File: config.mk
export PLATFORM = sky130hd
export DESIGN_NAME = battery_average_and_soc_estimator_top
export DESIGN_NICKNAME = d
export VERILOG_FILES = /design/src/rtl/bsoc_pkg.sv /design/src/rtl/bsoc_ram.sv /design/src/rtl/battery_average_and_soc_estimator_top.sv
export SDC_FILE = /design/constraint.sdc
export NUM_CORES = 2
export LEC_CHECK = 0
export BUFFER_PORTS_ARGS = -buffer_cell sky130_fd_sc_hd__buf_4
export CAP_MARGIN = 30
export CORE_ASPECT_RATIO = 0.8
export CORE_MARGIN = 2
export CORE_UTILIZATION = 50
export CTS_BUF_LIST = sky130_fd_sc_hd__clkbuf_16
export CTS_CLUSTER_SIZE = 12
export DETAILED_ROUTE_END_ITERATION = 10
export GPL_TIMING_DRIVEN = 1
export PLACE_DENSITY = 0.62
export SLEW_MARGIN = 10
export SYNTH_ARGS = -nofsm -noshare
export SYNTH_HDL_FRONTEND = slang
export SYNTH_SLANG_ARGS = --single-unit
export TNS_END_PERCENT = 50
File: constraint.sdc
create_clock -name aclk -period 12.09 [get_ports aclk]
set_input_delay 1.209 -clock aclk [delete_from_list [all_inputs] [get_ports aclk]]
set_output_delay 1.209 -clock aclk [all_outputs]
set_load 0.02 [all_outputs]
File: src/rtl/bsoc_pkg.sv
// Shared constants, codes and the discharge curve lookup of the battery estimator.
package bsoc_pkg;

    // Field widths.
    localparam int MV_W    = 13;
    localparam int PCT_W   = 7;
    localparam int CFG_IDX_W = 2;

    // Averaging window.
    localparam int WINDOW_LEN = 50;
    localparam int PTR_W      = $clog2(WINDOW_LEN);
    localparam int SUM_W      = $clog2(WINDOW_LEN * ((1 << MV_W) - 1) + 1);

    // Division by the window length as a multiply by a rounded-up reciprocal.
    // The extra eight bits of shift keep the quotient exact for every sum.
    localparam int DIV_SHIFT = SUM_W + 8;
    localparam int MULT_W    = DIV_SHIFT - $clog2(WINDOW_LEN) + 1;
    localparam longint unsigned DIV_MULT =
        ((64'd1 << DIV_SHIFT) + WINDOW_LEN - 1) / WINDOW_LEN;
    localparam int PROD_W    = SUM_W + MULT_W;

    // Item function codes.
    typedef enum logic {
        FUNC_TICK     = 1'b0,
        FUNC_ESTIMATE = 1'b1
    } func_t;

    // Configuration register indexes.
    localparam logic [CFG_IDX_W-1:0] REG_FULL_MV       = 2'd0;
    localparam logic [CFG_IDX_W-1:0] REG_POWER_LOST_MV = 2'd1;
    localparam logic [CFG_IDX_W-1:0] REG_USB_CHARGE_MV = 2'd2;

    // Configuration reset values.
    localparam logic [MV_W-1:0] FULL_MV_RST       = 13'd4150;
    localparam logic [MV_W-1:0] POWER_LOST_MV_RST = 13'd3300;
    localparam logic [MV_W-1:0] USB_CHARGE_MV_RST = 13'd4200;

    localparam logic [PCT_W-1:0] PCT_FULL = 7'd100;

    // Discharge curve, voltage falling along the table.
    localparam int TABLE_POINTS = 21;
    localparam logic [MV_W-1:0] CURVE_MV [TABLE_POINTS] = '{
        13'd4140, 13'd4104, 13'd4068, 13'd4032, 13'd3996, 13'd3960, 13'd3924,
        13'd3888, 13'd3852, 13'd3829, 13'd3808, 13'd3787, 13'd3766, 13'd3745,
        13'd3724, 13'd3703, 13'd3672, 13'd3570, 13'd3420, 13'd3220, 13'd3000
    };
    localparam logic [PCT_W-1:0] CURVE_PCT [TABLE_POINTS] = '{
        7'd100, 7'd95, 7'd90, 7'd85, 7'd80, 7'd75, 7'd70,
        7'd65,  7'd60, 7'd55, 7'd50, 7'd45, 7'd40, 7'd35,
        7'd30,  7'd25, 7'd20, 7'd15, 7'd10, 7'd5,  7'd0
    };

    // Nearest curve point. Since the curve falls strictly, point i is at least as
    // close as point i+1 exactly when 2*mv reaches their sum, so the first point
    // that passes this test is the nearest one, the earlier one winning a tie.
    function automatic logic [PCT_W-1:0] soc_lookup(input logic [MV_W-1:0] mv);
        logic [MV_W:0]    twice;
        logic             found;
        logic [PCT_W-1:0] pct;
        twice = {mv, 1'b0};
        found = 1'b0;
        pct   = CURVE_PCT[TABLE_POINTS-1];
        for (int i = 0; i < TABLE_POINTS - 1; i++) begin
            if (!found && twice >= ({1'b0, CURVE_MV[i]} + {1'b0, CURVE_MV[i+1]})) begin
                found = 1'b1;
                pct   = CURVE_PCT[i];
            end
        end
        return pct;
    endfunction

endpackage

File: src/rtl/bsoc_ram.sv
// Generic single-write, single-read RAM with a registered read port.
module bsoc_ram #(
    parameter int WIDTH = 8,
    parameter int DEPTH = 16
) (
    input  logic                     aclk,
    input  logic                     wr_en,
    input  logic [$clog2(DEPTH)-1:0] wr_addr,
    input  logic [WIDTH-1:0]         wr_data,
    input  logic [$clog2(DEPTH)-1:0] rd_addr,
    output logic [WIDTH-1:0]         rd_data
);

    logic [WIDTH-1:0] mem [DEPTH];
    logic [WIDTH-1:0] rd_data_reg;

    // Write port and registered read port.
    always_ff @(posedge aclk) begin
        if (wr_en) begin
            mem[wr_addr] <= wr_data;
        end
        rd_data_reg <= mem[rd_addr];
    end

    assign rd_data = rd_data_reg;

endmodule

File: src/rtl/battery_average_and_soc_estimator_top.sv
// Battery voltage averaging window and state-of-charge estimator, top level.
//
// Input channel (s_valid/s_ready): one item per handshake. s_func selects a
// sample tick, which enters s_sample_mv into a sliding window of WINDOW_LEN
// samples, or an estimate request, which returns the charge percent for the
// instant sample or the window average (s_use_average).
// Result channel (m_valid/m_ready): exactly one result item per input item,
// in order, carrying the percent, the power-lost flag and the window average.
// Configuration channel (cfg_valid/cfg_ready): always ready; cfg_index picks
// the full, power-lost or USB-charge threshold; other indexes are ignored.
// A result passes through the input register, then the result register, before
// it is offered on the result channel.
// Throughput: one item per cycle while m_ready is high, set by the window RAM,
// whose read of the next slot is issued ahead of its use.
// When m_ready is low the result register holds and the input register still
// takes one more item; s_ready drops only when both registers are occupied.
// Reset clears the window pointer, fill flag, running sum, average and min-hold
// and restores the thresholds to their defaults; window RAM contents are masked
// until the first wrap, so no clearing pass is needed.
module battery_average_and_soc_estimator_top
    import bsoc_pkg::*;
(
    input  logic                 aclk,
    input  logic                 aresetn,
    // Input channel.
    input  logic                 s_valid,
    output logic                 s_ready,
    input  logic                 s_func,
    input  logic [MV_W-1:0]      s_sample_mv,
    input  logic                 s_use_average,
    // Result channel.
    output logic                 m_valid,
    input  logic                 m_ready,
    output logic [PCT_W-1:0]     m_soc_percent,
    output logic                 m_power_lost,
    output logic [MV_W-1:0]      m_avg_mv,
    output logic                 m_avg_valid,
    // Configuration channel.
    input  logic                 cfg_valid,
    output logic                 cfg_ready,
    input  logic [CFG_IDX_W-1:0] cfg_index,
    input  logic [MV_W-1:0]      cfg_data
);

    // Configuration registers.
    logic [MV_W-1:0] full_mv_reg;
    logic [MV_W-1:0] power_lost_mv_reg;
    logic [MV_W-1:0] usb_charge_mv_reg;

    // Input register.
    logic            in_valid_reg;
    func_t           in_func_reg;
    logic [MV_W-1:0] in_sample_reg;
    logic            in_use_avg_reg;

    // Block state.
    logic [PTR_W-1:0] wpos_reg,     wpos_next;
    logic             full_reg,     full_next;
    logic [SUM_W-1:0] sum_reg,      sum_next;
    logic [MV_W-1:0]  avg_reg,      avg_next;
    logic [MV_W-1:0]  held_reg,     held_next;

    // Result register.
    logic             out_valid_reg;
    logic [PCT_W-1:0] out_soc_reg,  out_soc_next;
    logic             out_plost_reg, out_plost_next;
    logic [MV_W-1:0]  out_avg_reg;
    logic             out_avg_valid_reg;

    // Datapath signals.
    logic             advance;
    logic             is_tick;
    logic [MV_W-1:0]  ram_rd_data;
    logic [MV_W-1:0]  old_sample;
    logic [PTR_W-1:0] rd_addr;
    logic             pos_last;
    logic [PROD_W-1:0] product;
    logic [MV_W-1:0]  volt;
    logic [MV_W-1:0]  held_clamped;

    // Pipeline handshake: the input register moves into the result register when
    // the result register is empty or being drained.
    assign advance   = in_valid_reg && (!out_valid_reg || m_ready);
    assign s_ready   = !in_valid_reg || advance;
    assign cfg_ready = 1'b1;
    assign is_tick   = (in_func_reg == FUNC_TICK);

    // Configuration writes.
    always_ff @(posedge aclk) begin
        if (!aresetn) begin
            full_mv_reg       <= FULL_MV_RST;
            power_lost_mv_reg <= POWER_LOST_MV_RST;
            usb_charge_mv_reg <= USB_CHARGE_MV_RST;
        end else if (cfg_valid) begin
            case (cfg_index)
                REG_FULL_MV:       full_mv_reg       <= cfg_data;
                REG_POWER_LOST_MV: power_lost_mv_reg <= cfg_data;
                REG_USB_CHARGE_MV: usb_charge_mv_reg <= cfg_data;
                default: ;
            endcase
        end
    end

    // Input register.
    always_ff @(posedge aclk) begin
        if (!aresetn) begin
            in_valid_reg <= 1'b0;
        end else if (s_ready) begin
            in_valid_reg <= s_valid;
        end
    end

    always_ff @(posedge aclk) begin
        if (s_valid && s_ready) begin
            in_func_reg    <= func_t'(s_func);
            in_sample_reg  <= s_sample_mv;
            in_use_avg_reg <= s_use_average;
        end
    end

    // Window RAM. The read address is the slot the pointer will hold after this
    // edge, so the registered read data always shows the slot under the pointer.
    assign rd_addr = wpos_next;

    bsoc_ram #(
        .WIDTH (MV_W),
        .DEPTH (WINDOW_LEN)
    ) u_window_ram (
        .aclk    (aclk),
        .wr_en   (advance && is_tick),
        .wr_addr (wpos_reg),
        .wr_data (in_sample_reg),
        .rd_addr (rd_addr),
        .rd_data (ram_rd_data)
    );

    // Slots are filled in order, so a slot holds a written sample exactly once
    // the window has wrapped; before that it counts as zero.
    assign old_sample = full_reg ? ram_rd_data : '0;
    assign pos_last   = (wpos_reg == PTR_W'(WINDOW_LEN - 1));

    // Running sum divided by the window length.
    assign product = PROD_W'(sum_next) * PROD_W'(DIV_MULT);

    // Voltage chosen for an estimate, and the min-hold after the charge clamp.
    assign volt = (in_use_avg_reg && (avg_reg != '0)) ? avg_reg : in_sample_reg;
    assign held_clamped = (volt > usb_charge_mv_reg) ? usb_charge_mv_reg : held_reg;

    // Next state and result for the item in the input register.
    always_comb begin
        wpos_next      = wpos_reg;
        full_next      = full_reg;
        sum_next       = sum_reg;
        avg_next       = avg_reg;
        held_next      = held_reg;
        out_soc_next   = '0;
        if (advance && is_tick) begin
            sum_next  = sum_reg - SUM_W'(old_sample) + SUM_W'(in_sample_reg);
            wpos_next = pos_last ? '0 : wpos_reg + PTR_W'(1);
            full_next = full_reg || pos_last;
            if (full_next) begin
                avg_next = product[DIV_SHIFT +: MV_W];
            end
        end else if (advance) begin
            if (in_sample_reg > full_mv_reg) begin
                out_soc_next = PCT_FULL;
            end else begin
                if ((volt < held_clamped) || (held_clamped == '0)) begin
                    held_next = volt;
                end else begin
                    held_next = held_clamped;
                end
                out_soc_next = soc_lookup(held_next);
            end
        end
        out_plost_next = full_next && (avg_next < power_lost_mv_reg);
    end

    // State registers.
    always_ff @(posedge aclk) begin
        if (!aresetn) begin
            wpos_reg <= '0;
            full_reg <= 1'b0;
            sum_reg  <= '0;
            avg_reg  <= '0;
            held_reg <= '0;
        end else begin
            wpos_reg <= wpos_next;
            full_reg <= full_next;
            sum_reg  <= sum_next;
            avg_reg  <= avg_next;
            held_reg <= held_next;
        end
    end

    // Result register.
    always_ff @(posedge aclk) begin
        if (!aresetn) begin
            out_valid_reg <= 1'b0;
        end else if (!out_valid_reg || m_ready) begin
            out_valid_reg <= in_valid_reg;
        end
    end

    always_ff @(posedge aclk) begin
        if (advance) begin
            out_soc_reg       <= out_soc_next;
            out_plost_reg     <= out_plost_next;
            out_avg_reg       <= avg_next;
            out_avg_valid_reg <= full_next;
        end
    end

    assign m_valid       = out_valid_reg;
    assign m_soc_percent = out_soc_reg;
    assign m_power_lost  = out_plost_reg;
    assign m_avg_mv      = out_avg_reg;
    assign m_avg_valid   = out_avg_valid_reg;

endmodule

==> results.json <==
{
  "status": "finished, final reports clean",
  "clock.fmax_mhz": 89.5,
  "worstSetupPathType": "flip-flop to flip-flop",
  "syn_to_final_growth_pct": 10.7,
  "crit_fanout": 15,
  "crit_end": "m_power_lost",
  "reg2reg_setup_slack_ns": 0.92,
  "crit_start": "full_reg",
  "grt_util_all_layers_pct": 26.3,
  "vdd_drop_max_mv": 0.138,
  "fp-row-count": 95,
  "setup_violations": 0,
  "rsz0062_at_grt": "no",
  "comb_power_share_pct": 27.5,
  "ys_warn_count": 0,
  "cp_data_arrival_time_ns": 11.68,
  "worstSkewPairLatency_ns": 0.65,
  "die_x_um": 328,
  "grt_overflow_total": 0,
  "synth-seq-area-share_pct": 54.1,
  "skew_ns": 0.0232,
  "p_sw_share_pct": 31.1,
  "synth_area_leaders": "edfxtp_1, ha_1, fa_1",
  "slew-limit-headroom_pct": 27.3,
  "synth_ff_type": "edfxtp_1",
  "finalCritPeriodShare_pct": 92.4,
  "synthCells": 3575,
  "hold_violations": 0,
  "cp-start-kind": "flip-flop",
  "num_vias": 28300,
  "pwr-share-clk_pct": 31.5,
  "place.gp.congestion": 0.939,
  "pin_count": 60,
  "synth_edf_count": 687,
  "r2r-end": "m_power_lost",
  "num_antenna_cells": 0,
  "antenna_found_initial": 10,
  "tightest_slew_ns": 1.09,
  "grt_pass1_vias": 27800,
  "core-area_sq_um": 83700,
  "r2r-start": "full_reg",
  "regArea_sq_um": 22800,
  "avgViaCountPerCell": 5.87,
  "fin_util_pct": 55.6,
  "grt_pass1_wl_um": 171000,
  "period_needed_ns": 11.17,
  "cts_tree": "done",
  "multiInputGateArea_sq_um": 17300,
  "dieArea_sq_um": 86400,
  "yosys-top-cells-count": "edfxtp_1, nand2_1, inv_1",
  "syn_area_sq_um": 42000,
  "wl_um": 114000,
  "synth_most_common_cell": "edfxtp_1",
  "yosysUniqueCellTypes": 90,
  "drtIter0Drc": 2987,
  "dieHeight_um": 263,
  "clk_path_buf_depth": 3,
  "clkTransAtPathRegs_ns": 0.06,
  "synth_top_area_cell": "edfxtp_1",
  "synth_fp_nets": 4006,
  "grt_max_degree": 232,
  "drive_gt1_share_pct": 9.59,
  "cts_sinks": 793,
  "p_int_mw": 5.08,
  "first_pass_iters": 7,
  "final_nets": 4076,
  "drv_cap": 0,
  "p_seq_share_pct": 41.0,
  "cts-root-buf": "clkbuf_16",
  "endpoint_kind": "flip-flop",
  "p_leak_nw": 18.0,
  "initial_core_util_pct": 50.2,
  "path_common_cell": "fa_1",
  "critPathSlowestCell": "fa_1",
  "pwr_density_cell_nw_per_um2": 158,
  "cts_setup_buffers": 0,
  "worstPathRequired_ns": 12.60,
  "slew_viol_final": 0,
  "r2r_cells": 43,
  "cts-resized-gates": 0,
  "routedWlPerCell_um": 23.6,
  "htreeDepth": 3,
  "yosys.area.top_type_share_pct": 49.1,
  "holdBufCountCts": 0,
  "p_switching_mw": 2.29,
  "hp-start": "full_mv_reg[6]",
  "cp_slowest_stage_delay_ns": 0.55,
  "cts_buffers": 81,
  "setup_tns_ns": 0,
  "largest_reg_flops": 650,
  "n_fill_cell": 7035,
  "design_area_sq_um": 46600,
  "placed_area_sq_um": 44000,
  "post-route-drc-count": 0,
  "synth-seq-cells": 793,
  "antenna_left": 0,
  "avgSynthCellArea_sq_um": 11.8,
  "async_reset_ff_share_pct": 0,
  "io_buffers": 58,
  "dpl.hpwl_um": 76700,
  "hold_class": "flip-flop to flip-flop"
}
==> layer usage <==
layer  vias up  part of all wire (%)  global-route usage [%]
li1      13000                     -                       -
met4         8                   2.1                    6.16
met2       983                    44                    39.2
met5         -                 0.052                       0
met1     14100                    46                    39.6
met3       172                   7.7                    5.15
==> worst min-delay path by stage <==
stage	slack, ns	end	cells past startpoint
2_1_floorplan	0.43	power_lost_mv_reg[0]	2
3_3_place_gp	0.45	full_mv_reg[9]	2
4_1_cts	0.46	full_mv_reg[6]	2
5_1_grt	0.48	full_mv_reg[10]	2
6_report	0.46	full_mv_reg[6]	2
3_5_place_dp	0.45	full_mv_reg[6]	2
==> cells in the final DEF, fill, tap and decap left out, types with 28 or more instances in the layout <==
cell / instances
a211oi_1: 207
a21oi_1: 153
a311oi_1: 80
a31oi_1: 97
and2_1: 175
buf_4: 155
clkbuf_16: 81
dfxtp_1: 106
edfxtp_1: 687
fa_1: 152
ha_1: 244
inv_1: 392
mux2i_1: 58
nand2_1: 464
nand3_1: 28
nor2_1: 157
nor3_1: 34
o21ai_0: 60
==> cells by family after synthesis <==
logic type | synth area share, %
AND/OR/NAND/NOR | 11.1
flip-flops | 54.1
AO/OA/AOI/OAI | 11.8
buffers and inverters | 5.09
adder cells (fa/ha/maj) | 14.5
multiplexers | 2.81
XOR/XNOR | 0.563
other | 0.00892
==> power by group through the flow <==
stage | sequential, mW | combinational [mW] | clock [mW]
global placement | 3.08 | 1.97 | 0
detailed placement | 3.08 | 2.01 | 0
finish | 3.02 | 2.03 | 2.32
CTS | 3.02 | 2.03 | 2.37
global route | 3.02 | 2.31 | 2.47
floorplan | 3.09 | 1.40 | 0
==> metrics by stage <==
stage / hold WS (ns) / cells / setup WS, ns / power (mW)
5_1_grt: 0.483 / 4816 / 0.0577 / 7.80
3_5_place_dp: 0.450 / 4673 / 0.878 / 5.09
4_1_cts: 0.457 / 4812 / 0.818 / 7.42
3_3_place_gp: 0.445 / 4659 / 0.524 / 5.05
6_report: 0.456 / 4816 / 0.920 / 7.37
2_1_floorplan: 0.434 / 3575 / 1.05 / 4.49
==> critical path, delay by kind of cell, from the launching register on <==
kind | cells | cell delay, ns
compound gates | 17 | 3.42
xor+xnor | 1 | 0.21
fa+ha+maj | 10 | 4.66
buf+inv | 6 | 0.75
flops | 1 | 0.43
simple gates | 9 | 1.60
==> layout make-up <==
type / instances / area share [%]
Sequential cell: 793 / 48.9
Multi-Input combinational cell: 2239 / 37.1
Timing Repair Buffer: 168 / 2.90
Clock buffer: 81 / 4.35
Inverter: 362 / 2.92
Clock inverter: 58 / 0.892
Tap cell: 1115 / 3.00
Power figures use the tool's default switching activity.
